`src/rtl/cclp_pkg.sv`:
```
// cclp_pkg: shared constants, codes, result struct and the decimal step
// used by the console command line parser. No dependencies.

package cclp_pkg;

   localparam int unsigned LINE_CAPACITY_DEFAULT = 64;

   // console character codes
   localparam logic [7:0] CH_BS    = 8'd8;
   localparam logic [7:0] CH_LF    = 8'd10;
   localparam logic [7:0] CH_CR    = 8'd13;
   localparam logic [7:0] CH_DEL   = 8'd127;
   localparam logic [7:0] CH_SPACE = 8'h20;
   localparam logic [7:0] CH_ZERO  = 8'h30;
   localparam logic [7:0] CH_NINE  = 8'h39;
   localparam logic [7:0] CH_UP_C  = 8'h43;
   localparam logic [7:0] CH_UP_S  = 8'h53;
   localparam logic [7:0] CH_LO_C  = 8'h63;
   localparam logic [7:0] CH_LO_Q  = 8'h71;
   localparam logic [7:0] CH_LO_R  = 8'h72;
   localparam logic [7:0] CH_LO_S  = 8'h73;
   localparam logic [7:0] CH_LO_T  = 8'h74;
   localparam logic [7:0] CH_LO_V  = 8'h76;
   localparam logic [7:0] CH_LO_W  = 8'h77;

   // result status codes
   localparam logic [1:0] ST_WAIT    = 2'd0;
   localparam logic [1:0] ST_VALID   = 2'd1;
   localparam logic [1:0] ST_INVALID = 2'd2;

   // command kinds
   localparam logic [1:0] CMD_QUIT    = 2'd0;
   localparam logic [1:0] CMD_MOVE    = 2'd1;
   localparam logic [1:0] CMD_REVERSE = 2'd2;
   localparam logic [1:0] CMD_SWITCH  = 2'd3;

   localparam logic [15:0] NUM_MAX = 16'hFFFF;

   // first declared member sits in the highest bits
   typedef struct packed {
      logic        line_discarded;
      logic [15:0] argument;
      logic [15:0] target_number;
      logic [1:0]  command_kind;
      logic [1:0]  status;
   } result_type;

   localparam int unsigned RESULT_W = $bits(result_type);
   localparam int unsigned RSP_DATA_W = ((RESULT_W + 7) / 8) * 8;

   // v * 10 + digit, saturating at NUM_MAX
   function automatic logic [15:0] dec_step(input logic [15:0] v, input logic [7:0] ch);
      logic [19:0] t;
      t = ({4'b0, v} << 3) + ({4'b0, v} << 1) + {16'b0, ch[3:0]};
      if (t > {4'b0, NUM_MAX}) begin
         dec_step = NUM_MAX;
      end else begin
         dec_step = t[15:0];
      end
   endfunction

endpackage

```
`src/rtl/cclp_line_mem.sv`:
```
// cclp_line_mem: line store, one write port and one read port with a
// registered read. Depends on nothing but its parameters.

module cclp_line_mem #(
   parameter int unsigned DEPTH = 64
) (
   input  logic                     clock,
   input  logic                     wr_en,
   input  logic [$clog2(DEPTH)-1:0] wr_addr,
   input  logic [7:0]               wr_data,
   input  logic [$clog2(DEPTH)-1:0] rd_addr,
   output logic [7:0]               rd_data
);

   logic [7:0] mem_ff [DEPTH];
   logic [7:0] rd_data_ff;

   always_ff @(posedge clock) begin
      if (wr_en) begin
         mem_ff[wr_addr] <= wr_data;
      end
      rd_data_ff <= mem_ff[rd_addr];
   end

   assign rd_data = rd_data_ff;

endmodule

```
`src/rtl/cclp_parser.sv`:
```
// cclp_parser: walks the stored line one character a cycle through the
// line store read port and decodes the command. Uses cclp_pkg.

module cclp_parser #(
   parameter int unsigned LINE_CAPACITY = cclp_pkg::LINE_CAPACITY_DEFAULT
) (
   input  logic                             clock,
   input  logic                             reset,
   input  logic                             start,
   input  logic [$clog2(LINE_CAPACITY)-1:0] fill,
   input  logic                             take,
   output logic                             done,
   output cclp_pkg::result_type             result,
   output logic [$clog2(LINE_CAPACITY)-1:0] rd_addr,
   input  logic [7:0]                       rd_data
);

   localparam int unsigned ADDR_W = $clog2(LINE_CAPACITY);

   localparam logic [2:0] PH_C0  = 3'd0;
   localparam logic [2:0] PH_C1  = 3'd1;
   localparam logic [2:0] PH_SP1 = 3'd2;
   localparam logic [2:0] PH_N1  = 3'd3;
   localparam logic [2:0] PH_SP2 = 3'd4;
   localparam logic [2:0] PH_N2  = 3'd5;

   logic                 busy_ff, busy_in;
   logic                 done_ff, done_in;
   logic                 pend_ff, pend_in;
   logic                 inrange_ff, inrange_in;
   logic [2:0]           phase_ff, phase_in;
   logic [ADDR_W-1:0]    pos_ff, pos_in;
   logic [ADDR_W-1:0]    fill_ff, fill_in;
   logic [7:0]           c0_ff, c0_in;
   logic [1:0]           cmd_ff, cmd_in;
   logic [15:0]          num1_ff, num1_in;
   logic [15:0]          num2_ff, num2_in;
   cclp_pkg::result_type result_ff, result_in;

   logic [7:0]  ch;
   logic        is_sp, is_dig, dir_s, dir_c;
   logic        fin;
   logic [1:0]  fin_kind;
   logic [15:0] fin_tgt, fin_arg;
   logic        fin_ok;

   assign ch     = inrange_ff ? rd_data : 8'd0;
   assign is_sp  = (ch == cclp_pkg::CH_SPACE);
   assign is_dig = (ch >= cclp_pkg::CH_ZERO) && (ch <= cclp_pkg::CH_NINE);
   assign dir_s  = (ch == cclp_pkg::CH_UP_S) || (ch == cclp_pkg::CH_LO_S);
   assign dir_c  = (ch == cclp_pkg::CH_UP_C) || (ch == cclp_pkg::CH_LO_C);

   always_comb begin
      busy_in    = busy_ff;
      done_in    = done_ff;
      pend_in    = 1'b0;
      inrange_in = 1'b0;
      phase_in   = phase_ff;
      pos_in     = pos_ff;
      fill_in    = fill_ff;
      c0_in      = c0_ff;
      cmd_in     = cmd_ff;
      num1_in    = num1_ff;
      num2_in    = num2_ff;
      result_in  = result_ff;
      fin        = 1'b0;
      fin_ok     = 1'b0;
      fin_kind   = cclp_pkg::CMD_QUIT;
      fin_tgt    = 16'd0;
      fin_arg    = 16'd0;

      if (pend_ff) begin
         case (phase_ff)
            PH_C0: begin
               if (ch == cclp_pkg::CH_LO_Q) begin
                  fin    = 1'b1;
                  fin_ok = 1'b1;
               end else begin
                  c0_in    = ch;
                  phase_in = PH_C1;
               end
            end
            PH_C1: begin
               phase_in = PH_SP1;
               if (c0_ff == cclp_pkg::CH_LO_T && ch == cclp_pkg::CH_LO_R) begin
                  cmd_in = cclp_pkg::CMD_MOVE;
               end else if (c0_ff == cclp_pkg::CH_LO_R && ch == cclp_pkg::CH_LO_V) begin
                  cmd_in = cclp_pkg::CMD_REVERSE;
               end else if (c0_ff == cclp_pkg::CH_LO_S && ch == cclp_pkg::CH_LO_W) begin
                  cmd_in = cclp_pkg::CMD_SWITCH;
               end else begin
                  fin = 1'b1;
               end
            end
            PH_SP1, PH_N1: begin
               if (is_dig) begin
                  num1_in  = cclp_pkg::dec_step(num1_ff, ch);
                  phase_in = PH_N1;
               end else if (is_sp && phase_ff == PH_SP1) begin
                  phase_in = PH_SP1;
               end else begin
                  // end of the target number, this char already belongs to what follows
                  case (cmd_ff)
                     cclp_pkg::CMD_REVERSE: begin
                        fin      = 1'b1;
                        fin_ok   = (num1_ff != 16'd0);
                        fin_kind = cclp_pkg::CMD_REVERSE;
                        fin_tgt  = num1_ff;
                     end
                     cclp_pkg::CMD_MOVE: begin
                        if (is_sp) begin
                           phase_in = PH_SP2;
                        end else begin
                           fin      = 1'b1;
                           fin_ok   = (num1_ff != 16'd0);
                           fin_kind = cclp_pkg::CMD_MOVE;
                           fin_tgt  = num1_ff;
                        end
                     end
                     default: begin
                        if (is_sp) begin
                           phase_in = PH_SP2;
                        end else begin
                           fin      = 1'b1;
                           fin_ok   = (num1_ff != 16'd0) && (dir_s || dir_c);
                           fin_kind = cclp_pkg::CMD_SWITCH;
                           fin_tgt  = num1_ff;
                           fin_arg  = {15'd0, dir_c};
                        end
                     end
                  endcase
               end
            end
            PH_SP2: begin
               if (is_sp) begin
                  phase_in = PH_SP2;
               end else if (cmd_ff == cclp_pkg::CMD_MOVE) begin
                  if (is_dig) begin
                     num2_in  = cclp_pkg::dec_step(num2_ff, ch);
                     phase_in = PH_N2;
                  end else begin
                     fin      = 1'b1;
                     fin_ok   = (num1_ff != 16'd0);
                     fin_kind = cclp_pkg::CMD_MOVE;
                     fin_tgt  = num1_ff;
                     fin_arg  = num2_ff;
                  end
               end else begin
                  fin      = 1'b1;
                  fin_ok   = (num1_ff != 16'd0) && (dir_s || dir_c);
                  fin_kind = cclp_pkg::CMD_SWITCH;
                  fin_tgt  = num1_ff;
                  fin_arg  = {15'd0, dir_c};
               end
            end
            PH_N2: begin
               if (is_dig) begin
                  num2_in = cclp_pkg::dec_step(num2_ff, ch);
               end else begin
                  fin      = 1'b1;
                  fin_ok   = (num1_ff != 16'd0);
                  fin_kind = cclp_pkg::CMD_MOVE;
                  fin_tgt  = num1_ff;
                  fin_arg  = num2_ff;
               end
            end
            default: begin
               fin = 1'b1;
            end
         endcase
      end

      // keep reading ahead one char while the walk goes on
      if (busy_ff && !fin) begin
         pend_in    = 1'b1;
         inrange_in = (pos_ff < fill_ff);
         if (pos_ff < fill_ff) begin
            pos_in = pos_ff + ADDR_W'(1);
         end
      end

      if (fin) begin
         busy_in = 1'b0;
         done_in = 1'b1;
         result_in.line_discarded = 1'b0;
         if (fin_ok) begin
            result_in.status        = cclp_pkg::ST_VALID;
            result_in.command_kind  = fin_kind;
            result_in.target_number = fin_tgt;
            result_in.argument      = fin_arg;
         end else begin
            result_in.status        = cclp_pkg::ST_INVALID;
            result_in.command_kind  = cclp_pkg::CMD_QUIT;
            result_in.target_number = 16'd0;
            result_in.argument      = 16'd0;
         end
      end

      if (take) begin
         done_in = 1'b0;
      end

      if (start) begin
         busy_in  = 1'b1;
         done_in  = 1'b0;
         pend_in  = 1'b0;
         phase_in = PH_C0;
         pos_in   = '0;
         fill_in  = fill;
         num1_in  = 16'd0;
         num2_in  = 16'd0;
      end
   end

   always_ff @(posedge clock) begin
      if (reset) begin
         busy_ff  <= 1'b0;
         done_ff  <= 1'b0;
         pend_ff  <= 1'b0;
         phase_ff <= PH_C0;
      end else begin
         busy_ff  <= busy_in;
         done_ff  <= done_in;
         pend_ff  <= pend_in;
         phase_ff <= phase_in;
      end
   end

   always_ff @(posedge clock) begin
      inrange_ff <= inrange_in;
      pos_ff     <= pos_in;
      fill_ff    <= fill_in;
      c0_ff      <= c0_in;
      cmd_ff     <= cmd_in;
      num1_ff    <= num1_in;
      num2_ff    <= num2_in;
      result_ff  <= result_in;
   end

   assign done    = done_ff;
   assign result  = result_ff;
   assign rd_addr = pos_ff;

endmodule

```
`src/rtl/console_command_line_parser.sv`:
```
// console_command_line_parser: top level, line editing, fill count and the
// result register. Uses cclp_pkg, cclp_line_mem and cclp_parser.
//
//   channel | dir | payload (tdata, lowest bits first)
//   req_    | in  | byte_in[7:0]
//   rsp_    | out | status[1:0], command_kind[3:2], target_number[19:4],
//           |     | argument[35:20], line_discarded[36], zero[39:37]
//
// an edit byte or appended byte gives its registered result in the cycle after it is taken
// a line end on a non-empty line walks the line store through its single
// read port, one char a cycle, for lines of at most 63 chars
// reset empties the line; the store itself needs no clearing
// req_tready drops while a line is walked or a result waits on a stalled rsp_

module console_command_line_parser #(
   parameter int unsigned LINE_CAPACITY = cclp_pkg::LINE_CAPACITY_DEFAULT
) (
   input  logic                              clock,
   input  logic                              reset,
   input  logic                              req_tvalid,
   output logic                              req_tready,
   input  logic [7:0]                        req_tdata,  // byte_in
   output logic                              rsp_tvalid,
   input  logic                              rsp_tready,
   // status, command_kind, target_number, argument, line_discarded, zero pad
   output logic [cclp_pkg::RSP_DATA_W-1:0]   rsp_tdata
);

   localparam int unsigned ADDR_W = $clog2(LINE_CAPACITY);

   logic                 busy_ff, busy_in;
   logic                 rsp_valid_ff, rsp_valid_in;
   cclp_pkg::result_type rsp_data_ff, rsp_data_in;
   logic [ADDR_W-1:0]    fill_ff, fill_in;

   logic                 out_free, req_acc;
   logic                 is_eol, is_bs;
   logic                 wr_en, start, take, done;
   cclp_pkg::result_type parse_result;
   logic [ADDR_W-1:0]    rd_addr;
   logic [7:0]           rd_data;

   assign out_free   = !rsp_valid_ff || rsp_tready;
   assign req_tready = !busy_ff && out_free;
   assign req_acc    = req_tvalid && req_tready;
   assign is_eol     = (req_tdata == cclp_pkg::CH_CR) || (req_tdata == cclp_pkg::CH_LF);
   assign is_bs      = (req_tdata == cclp_pkg::CH_BS) || (req_tdata == cclp_pkg::CH_DEL);
   assign take       = busy_ff && done && out_free;

   always_comb begin
      busy_in      = busy_ff;
      rsp_valid_in = rsp_valid_ff;
      rsp_data_in  = rsp_data_ff;
      fill_in      = fill_ff;
      wr_en        = 1'b0;
      start        = 1'b0;

      if (rsp_tready) begin
         rsp_valid_in = 1'b0;
      end

      if (take) begin
         busy_in      = 1'b0;
         rsp_valid_in = 1'b1;
         rsp_data_in  = parse_result;
      end

      if (req_acc) begin
         rsp_data_in.status        = cclp_pkg::ST_WAIT;
         rsp_data_in.command_kind  = cclp_pkg::CMD_QUIT;
         rsp_data_in.target_number = 16'd0;
         rsp_data_in.argument      = 16'd0;
         rsp_data_in.line_discarded = 1'b0;
         rsp_valid_in = 1'b1;
         if (is_eol) begin
            fill_in = '0;
            if (fill_ff != '0) begin
               start        = 1'b1;
               busy_in      = 1'b1;
               rsp_valid_in = 1'b0;
            end
         end else if (is_bs) begin
            if (fill_ff != '0) begin
               fill_in = fill_ff - ADDR_W'(1);
            end
         end else if (fill_ff < ADDR_W'(LINE_CAPACITY - 1)) begin
            wr_en   = 1'b1;
            fill_in = fill_ff + ADDR_W'(1);
         end else begin
            // full store: the byte and the whole line go
            fill_in = '0;
            rsp_data_in.line_discarded = 1'b1;
         end
      end
   end

   always_ff @(posedge clock) begin
      if (reset) begin
         busy_ff      <= 1'b0;
         rsp_valid_ff <= 1'b0;
         fill_ff      <= '0;
      end else begin
         busy_ff      <= busy_in;
         rsp_valid_ff <= rsp_valid_in;
         fill_ff      <= fill_in;
      end
   end

   always_ff @(posedge clock) begin
      rsp_data_ff <= rsp_data_in;
   end

   cclp_line_mem #(
      .DEPTH   (LINE_CAPACITY)
   ) u_line_mem (
      .clock   (clock),
      .wr_en   (wr_en),
      .wr_addr (fill_ff),
      .wr_data (req_tdata),
      .rd_addr (rd_addr),
      .rd_data (rd_data)
   );

   cclp_parser #(
      .LINE_CAPACITY (LINE_CAPACITY)
   ) u_parser (
      .clock   (clock),
      .reset   (reset),
      .start   (start),
      .fill    (fill_ff),
      .take    (take),
      .done    (done),
      .result  (parse_result),
      .rd_addr (rd_addr),
      .rd_data (rd_data)
   );

   assign rsp_tvalid = rsp_valid_ff;
   assign rsp_tdata  = {(cclp_pkg::RSP_DATA_W - cclp_pkg::RESULT_W)'(0), rsp_data_ff};

endmodule
```
`config.mk`:
```
export PLATFORM = sky130hd
export DESIGN_NAME = console_command_line_parser
export DESIGN_NICKNAME = d
export VERILOG_FILES = /design/src/rtl/cclp_pkg.sv /design/src/rtl/cclp_line_mem.sv /design/src/rtl/cclp_parser.sv /design/src/rtl/console_command_line_parser.sv
export SDC_FILE = /design/constraint.sdc
export NUM_CORES = 1
export LEC_CHECK = 0
export BUFFER_PORTS_ARGS = -buffer_cell sky130_fd_sc_hd__buf_2
export CAP_MARGIN = 40
export CORE_UTILIZATION = 40
export CTS_BUF_LIST = sky130_fd_sc_hd__clkbuf_4 sky130_fd_sc_hd__clkbuf_8
export DETAILED_ROUTE_END_ITERATION = 16
export RECOVER_POWER = 25
export SLEW_MARGIN = 20
export SYNTH_ARGS = -nofsm -noshare
export SYNTH_HDL_FRONTEND = slang
export SYNTH_SLANG_ARGS = --single-unit
```
`constraint.sdc`:
```
create_clock -name clock -period 3.9 [get_ports clock]
set_clock_uncertainty 0.1 [all_clocks]
set_input_delay 0.195 -clock clock [delete_from_list [all_inputs] [get_ports clock]]
set_output_delay 0.195 -clock clock [all_outputs]
set_load 0.1 [all_outputs]
```
==> metrics, run 1 <==
Static Leak 10.9 nW; Slowest cell on crit path fa_1; routed wire length 63.0 mm; Worst Setup Start Kind flip-flop; drt pass-1 iters 5; initial antenna violation count 2; post-DP HPWL 40.2 mm; first-pass GRT wire length 95.0 mm; largest net degree at the start of global routing 58; Top delay family on crit path compound AO/OA/AOI/OAI gates; Design Area, Final 0.0319 sq mm; Tmin final 3.68 ns; CP arrival 4.15 ns; total gr overflow 0; share of cells above drive strength 1 25.0%; CTS max path bufs 3; Async SR Flop Fraction 0%; Sequential Area 0.0189 sq mm; status finished, violations left; vias in the first global route 15.4k; synth warn 0; Fillers 6000; Sw Ratio 22.9%; later-pin clock latency in the skew report 0.74 ns; Final setup viols 0; final worst-path cycle share 94.5%; Port Buffer Count 50; Largest stage delay, worst path 0.49 ns; die extent in y 266 um; crit end category flip-flop; Layout Utilization 46.4%; Combinational Power Share 8.2%; failing checks capacitance limit, slew limit; Final Hold Fails 0; post-synth top area share 60.9%; FP Rows 96; Max VDD drop 354 uV; Die ar. 0.0707 sq mm; Worst EP required 4.36 ns; most frequent cell after synthesis edfxtp_1; WL/cell 22.3 um; First DRT Iteration DRCs 1212; all-layer global routing usage 17.9%; Most used DFF post-synth edfxtp_1; core area 0.0687 sq mm; routed vias 15.5k; crit path max fanout 9; clock share of power 39.8%; Area contributors post-synth edfxtp_1 (61%), mux4_2 (14%), dfxtp_1 (7.0%), ha_1 (3.4%), a21oi_1 (1.5%); Pint 11.6 mW; die width 266 um; DRC 0; Root Buffer clkbuf_8; Crit path buffers/inverters 2; setup repair after global routing missed its margin false; Avg Cell Area, Syn 16.8 sq um; Design Power 15.0 mW; Synth Cell Area 0.0278 sq mm; Synth top cells by count edfxtp_1 (565), mux4_2 (168), nor2_1 (112); post-synth top area cell edfxtp_1; Max Fclk 271 MHz; Worst-path clk slew 0.07 ns; Multi-input gate area 0.00853 sq mm; cts bufs inserted 102; max-cap check violation count 4; Layout Nets 1908; sequential fraction of the synthesis area 67.9%; Post-DP Area 0.0295 sq mm; post-route ant nets 0; Area Growth Syn to Fin 14.4%; CTS tree done; Worst slew margin -52.7%; Diodes inserted 0; TritonCTS Sinks 662; cells along the critical path and2_1 -> ha_1 -> ha_1 -> fa_1 -> a211o_1 -> a2111oi_1 -> buf_4 -> o21ba_2 -> or4bb_1 -> o211ai_1 -> a2111oi_4 -> buf_4 -> a21oi_1; synthesized flop and latch total 662; post-DR vias/cell 5.46; Mapped Cells 1659; worst-margin pin slew 2.29 ns; fin. max-slew vios 172; Sw Pwr 3.45 mW; number of synthesized flops with an enable pin 565; Hold Path Class in2reg; Netlist cell types 73; initial core utilization 40.5%; critical path class reg2reg; io pins 54; RePlAce Congestion 0.814; Seq pwr share 52.0%; H-tree levels 3; final hold slack 0.0819 ns; Pwr per Cell Area 472 mW/mm^2
==> cell families after synthesis <==
group | after synthesis | synth area share (%)
DFF | 662 | 67.9
and+or+nand+nor | 333 | 5.99
AOI/OAI and AO/OA | 265 | 6.21
muxes | 171 | 13.7
buffers and inverters | 118 | 1.66
adders and majority gates | 77 | 3.51
xor gates and xnor gates | 32 | 1.01
other | 1 | 0.0135
==> what timing repair did <==
action,in CTS,in global routing
resized for setup,1,5
gates cloned,0,1
hold buffers,10,0
pin swaps,1,2
endpoints found under the hold margin,276,0
buffers inserted,0,1
setup endpoints to repair,25,32
==> metal layers <==
| metal | up-vias | GRT usage [%] | part of all wire, % |
|---|---|---|---|
| met4 | 0 | 5.44 | 2.4 |
| met2 | 483 | 28.9 | 48 |
| li1 | 6986 | - | - |
| met5 | - | 0 | 0 |
| met1 | 7877 | 25.0 | 45 |
| met3 | 105 | 2.98 | 5.1 |
==> sequential cells by signal, indices dropped and copies added, names as in the netlist, 2 cells and up <==
name                cells
fill_ff                 6
rsp_tdata              37
u_line_mem.mem_ff     512
u_line_mem.rd_data      8
u_parser.c0_ff          8
u_parser.cmd_ff         2
u_parser.fill_ff        6
u_parser.num1_ff       16
u_parser.num2_ff       16
u_parser.phase_ff       3
u_parser.rd_addr        6
u_parser.result        36
==> worst reg2reg max path: cells and delay by family (launching register included) <==
family                     cells  cell delay (ns)
and+or+nand+nor                2             0.33
adders and majority gates      3             0.98
buffers and inverters          2             0.42
AOI/OAI and AO/OA              6             1.31
DFF                            1             0.39
==> per-stage QoR <==
step | TNS (ns) | setup slack, ns | std cells
finish | 0 | 0.216 | 2828
CTS | 0 | 0.00739 | 2804
global placement | -1.73 | -0.123 | 2602
detailed placement | -0.0136 | -0.00882 | 2612
floorplan | 0 | 0.0424 | 1661
global route | 0 | 0.0306 | 2828
==> power groups by stage <==
stage	clock, mW	sequential, mW	combinational [mW]
CTS	6.12	7.81	1.25
floorplan	0	7.92	0.802
global route	6.39	7.83	1.32
detailed placement	0	7.96	1.24
finish	5.98	7.82	1.23
global placement	0	7.96	1.22
==> placed cells by master, fill, tap and decap left out, drive strengths merged, types with 11 or more instances in the layout <==
cell    instances
ha             75
clkinv         23
dfxtp          97
xor2           11
clkbuf        163
buf           118
edfxtp        565
nor4           13
a21o           19
nand3          41
nor3           21
a22o           32
mux4          168
nor2b          13
xnor2          21
nor2          112
and2           29
a21oi          84
inv            34
nand2          47
o21ai          56
==> cell type report <==
type / instances / area share [%]
multi-input combinational: 881 / 26.8
inverter: 31 / 0.365
tap: 931 / 3.66
clock buffer: 150 / 5.64
clock inverter: 32 / 1.03
sequential: 662 / 59.4
timing repair buffer: 141 / 3.13
==> final timing paths <==
check	startpoint	endpoint	slack [ns]	cells after the start
worst max register to register	u_parser.inrange_ff$_SDFF_PP0_	u_parser.num2_ff[7]$_SDFFE_PP0P_	0.22	13
worst min register to register	rsp_tdata[3]$_SDFFE_PP0P_	rsp_tdata[3]$_SDFFE_PP0P_	0.35	2
worst min-delay path	req_tvalid	rsp_tdata[3]$_SDFFE_PP0P_	0.08	4
worst max-delay path	u_parser.inrange_ff$_SDFF_PP0_	u_parser.num2_ff[7]$_SDFFE_PP0P_	0.22	13
Power figures use the tool's default switching activity.
==> run 2, diff against run 1 <==
==> constraint.sdc (replaced) <==
create_clock -name clock -period 3.9 [get_ports clock]
set_clock_uncertainty 0.1 [all_clocks]
set_input_delay 0.39 -clock clock [delete_from_list [all_inputs] [get_ports clock]]
set_output_delay 0.39 -clock clock [all_outputs]
set_load 0.1 [all_outputs]
==> run 2 against run 1 <==
The run still ends with capacitance limit, slew limit left. Register-to-register slack better by 0.03 ns. Die area unchanged. Highest routed layer is now met5. Final area increased by 0.86%. Sequential share of layout area is 0.51 points lower. Via count grew 0.94%. Clock-buffer cell count up 1. Critical path type unchanged. Flip-flop and latch count is the same. Setup slack improved by 0.026 ns. Routed wire length rose by 1.3%. Sequential power about the same. Worst hold slack gained 0.23 ns.
==> metrics, run 2 (synthesized netlist as in run 1, its figures left out) <==
most frequent cells in the layout edfxtp_1 (565), mux4_2 (168), nor2_1 (111); Area Growth Syn to Fin 15.4%; crit end category flip-flop; post-DR vias/cell 5.44; drt pass-1 iters 5; Root Buffer clkbuf_8; R2R depth 13; FF-to-FF Start u_parser.inrange_ff$_SDFF_PP0_; H-tree levels 3; Layout Utilization 46.8%; die extent in y 266 um; WL/cell 22.3 um; first-pass GRT wire length 96.9 mm; Final setup viols 0; hold endpoint rsp_tdata[1]$_SDFFE_PP0P_; Largest register FFs 512; Final Hold Fails 0; Max VDD drop 384 uV; core area 0.0687 sq mm; later-pin clock latency in the skew report 0.72 ns; die width 266 um; Worst-path clk slew 0.06 ns; initial core utilization 40.5%; CP arrival 4.12 ns; fin. max-slew vios 321; initial antenna violation count 5; failing checks capacitance limit, slew limit; R2R setup slack 0.24 ns; post-route ant nets 0; Layout Nets 1940; final worst-path cycle share 93.8%; routed wire length 63.9 mm; Pwr per Cell Area 470 mW/mm^2; TritonCTS Sinks 662; vias in the first global route 15.8k; all-layer global routing usage 18.3%; max-cap check violation count 5; Port Buffer Count 50; status finished, violations left; commonest non-fill, non-tap cell in the layout edfxtp_1; Tmin final 3.66 ns; Worst slew margin -112%; routed vias 15.6k; critical path class reg2reg; FP Rows 96; RePlAce Congestion 0.847; RR Endpoint u_parser.num2_ff[3]$_SDFFE_PP0P_; Worst Setup Start Kind flip-flop; crit path max fanout 16; CTS max path bufs 3; Worst Min Path Start req_tvalid; io pins 54; setup repair after global routing missed its margin false; share of cells above drive strength 1 26.5%; Static Leak 11.1 nW; DRC 0; First DRT Iteration DRCs 1473; largest net degree at the start of global routing 65; CTS tree done; Biggest register u_line_mem.mem_ff; hold depth 4; final hold slack 0.309 ns; Max Fclk 273 MHz; total gr overflow 0; post-DP HPWL 40.6 mm; Design Power 15.1 mW; cts bufs inserted 105; worst-margin pin slew 3.19 ns; Worst EP required 4.37 ns; Die ar. 0.0707 sq mm; Hold Path Class in2reg
==> run 2: cell count changes in the layout (fill, tap and decap cells not counted), sizes merged <==
| cell | previous run | this run |
|---|---|---|
| inv | 34 | 35 |
| bufinv | 5 | 4 |
| clkinv | 23 | 33 |
| buf | 118 | 152 |
| diode | 0 | 1 |
| dlygate4sd3 | 10 | 6 |
==> run 2: final cells by class <==
type | instances | area (sq um)
fillers | 5909 | 36600
flip-flops and latches | 662 | 18900
multi-input cells | 881 | 8530
clock buffers | 151 | 1820
repair buffers | 170 | 1250
well taps | 931 | 1160
clock inverters | 42 | 320
inverters | 31 | 116
diodes | 1 | 2.50
==> run 2: per-layer routing <==
metal  part of all wire [%]  up-vias  wire, um  global-route usage [%]
li1                       -     7068         -                       -
met5                  0.036        -        23                       0
met3                    6.9      130      4410                    4.25
met1                     43     7875     27400                    24.8
met4                    2.7        4      1700                    6.00
met2                     48      519     30300                    29.2
==> run 2: worst max-delay path by stage <==
stage / start / to / slack, ns / cells past startpoint
global placement: u_line_mem.rd_data[3]$_DFF_P_ / u_parser.num1_ff[14]$_SDFFE_PP0P_ / -0.07 / 11
global route: u_parser.inrange_ff$_SDFF_PP0_ / u_parser.num2_ff[8]$_SDFFE_PP0P_ / 0.03 / 13
floorplan: u_parser.inrange_ff$_SDFF_PP0_ / u_parser.num2_ff[10]$_SDFFE_PP0P_ / 0.04 / 13
CTS: u_line_mem.rd_data[3]$_DFF_P_ / u_parser.num1_ff[0]$_SDFFE_PP0P_ / 0.03 / 12
finish: u_parser.inrange_ff$_SDFF_PP0_ / u_parser.num2_ff[3]$_SDFFE_PP0P_ / 0.24 / 13
detailed placement: u_line_mem.rd_data[3]$_DFF_P_ / u_parser.num1_ff[0]$_SDFFE_PP0P_ / 0.04 / 12
==> run 2: critical path, cell delays in order (launching register included) <==
cell and delay [ns]:
dfxtp_1 0.32, and2_1 0.17, ha_1 0.31, ha_1 0.23, fa_1 0.49, a211o_1 0.31
a2111oi_1 0.34, buf_4 0.17, o21ba_2 0.15, or4bb_1 0.12, o211ai_1 0.12, a2111oi_4 0.42
buf_12 0.19, a21oi_1 0.07
==> run 2: where the power goes <==
group / internal (mW) / total (mW) / switching [mW]
Sequential: 7.73 / 7.84 / 0.106
Clock: 3.28 / 6.00 / 2.72
Combinational: 0.575 / 1.25 / 0.679
==> run 2: repair_timing <==
action,4_1_cts,5_1_grt
resized for setup,0,4
endpoints found under the setup margin,0,32
hold buffers,6,0
buffers inserted,0,2
hold endpoints to repair,32,0
==> run 2: stage by stage <==
step,cell area (sq um),setup slack (ns),setup TNS [ns],cells
after detailed placement,29900,0.0365,0,2666
after global placement,29900,-0.0688,-0.855,2664
after CTS,32100,0.0305,0,2865
after global routing,32100,0.0309,0,2869
final,32100,0.242,0,2869
after floorplan,27900,0.0424,0,1661
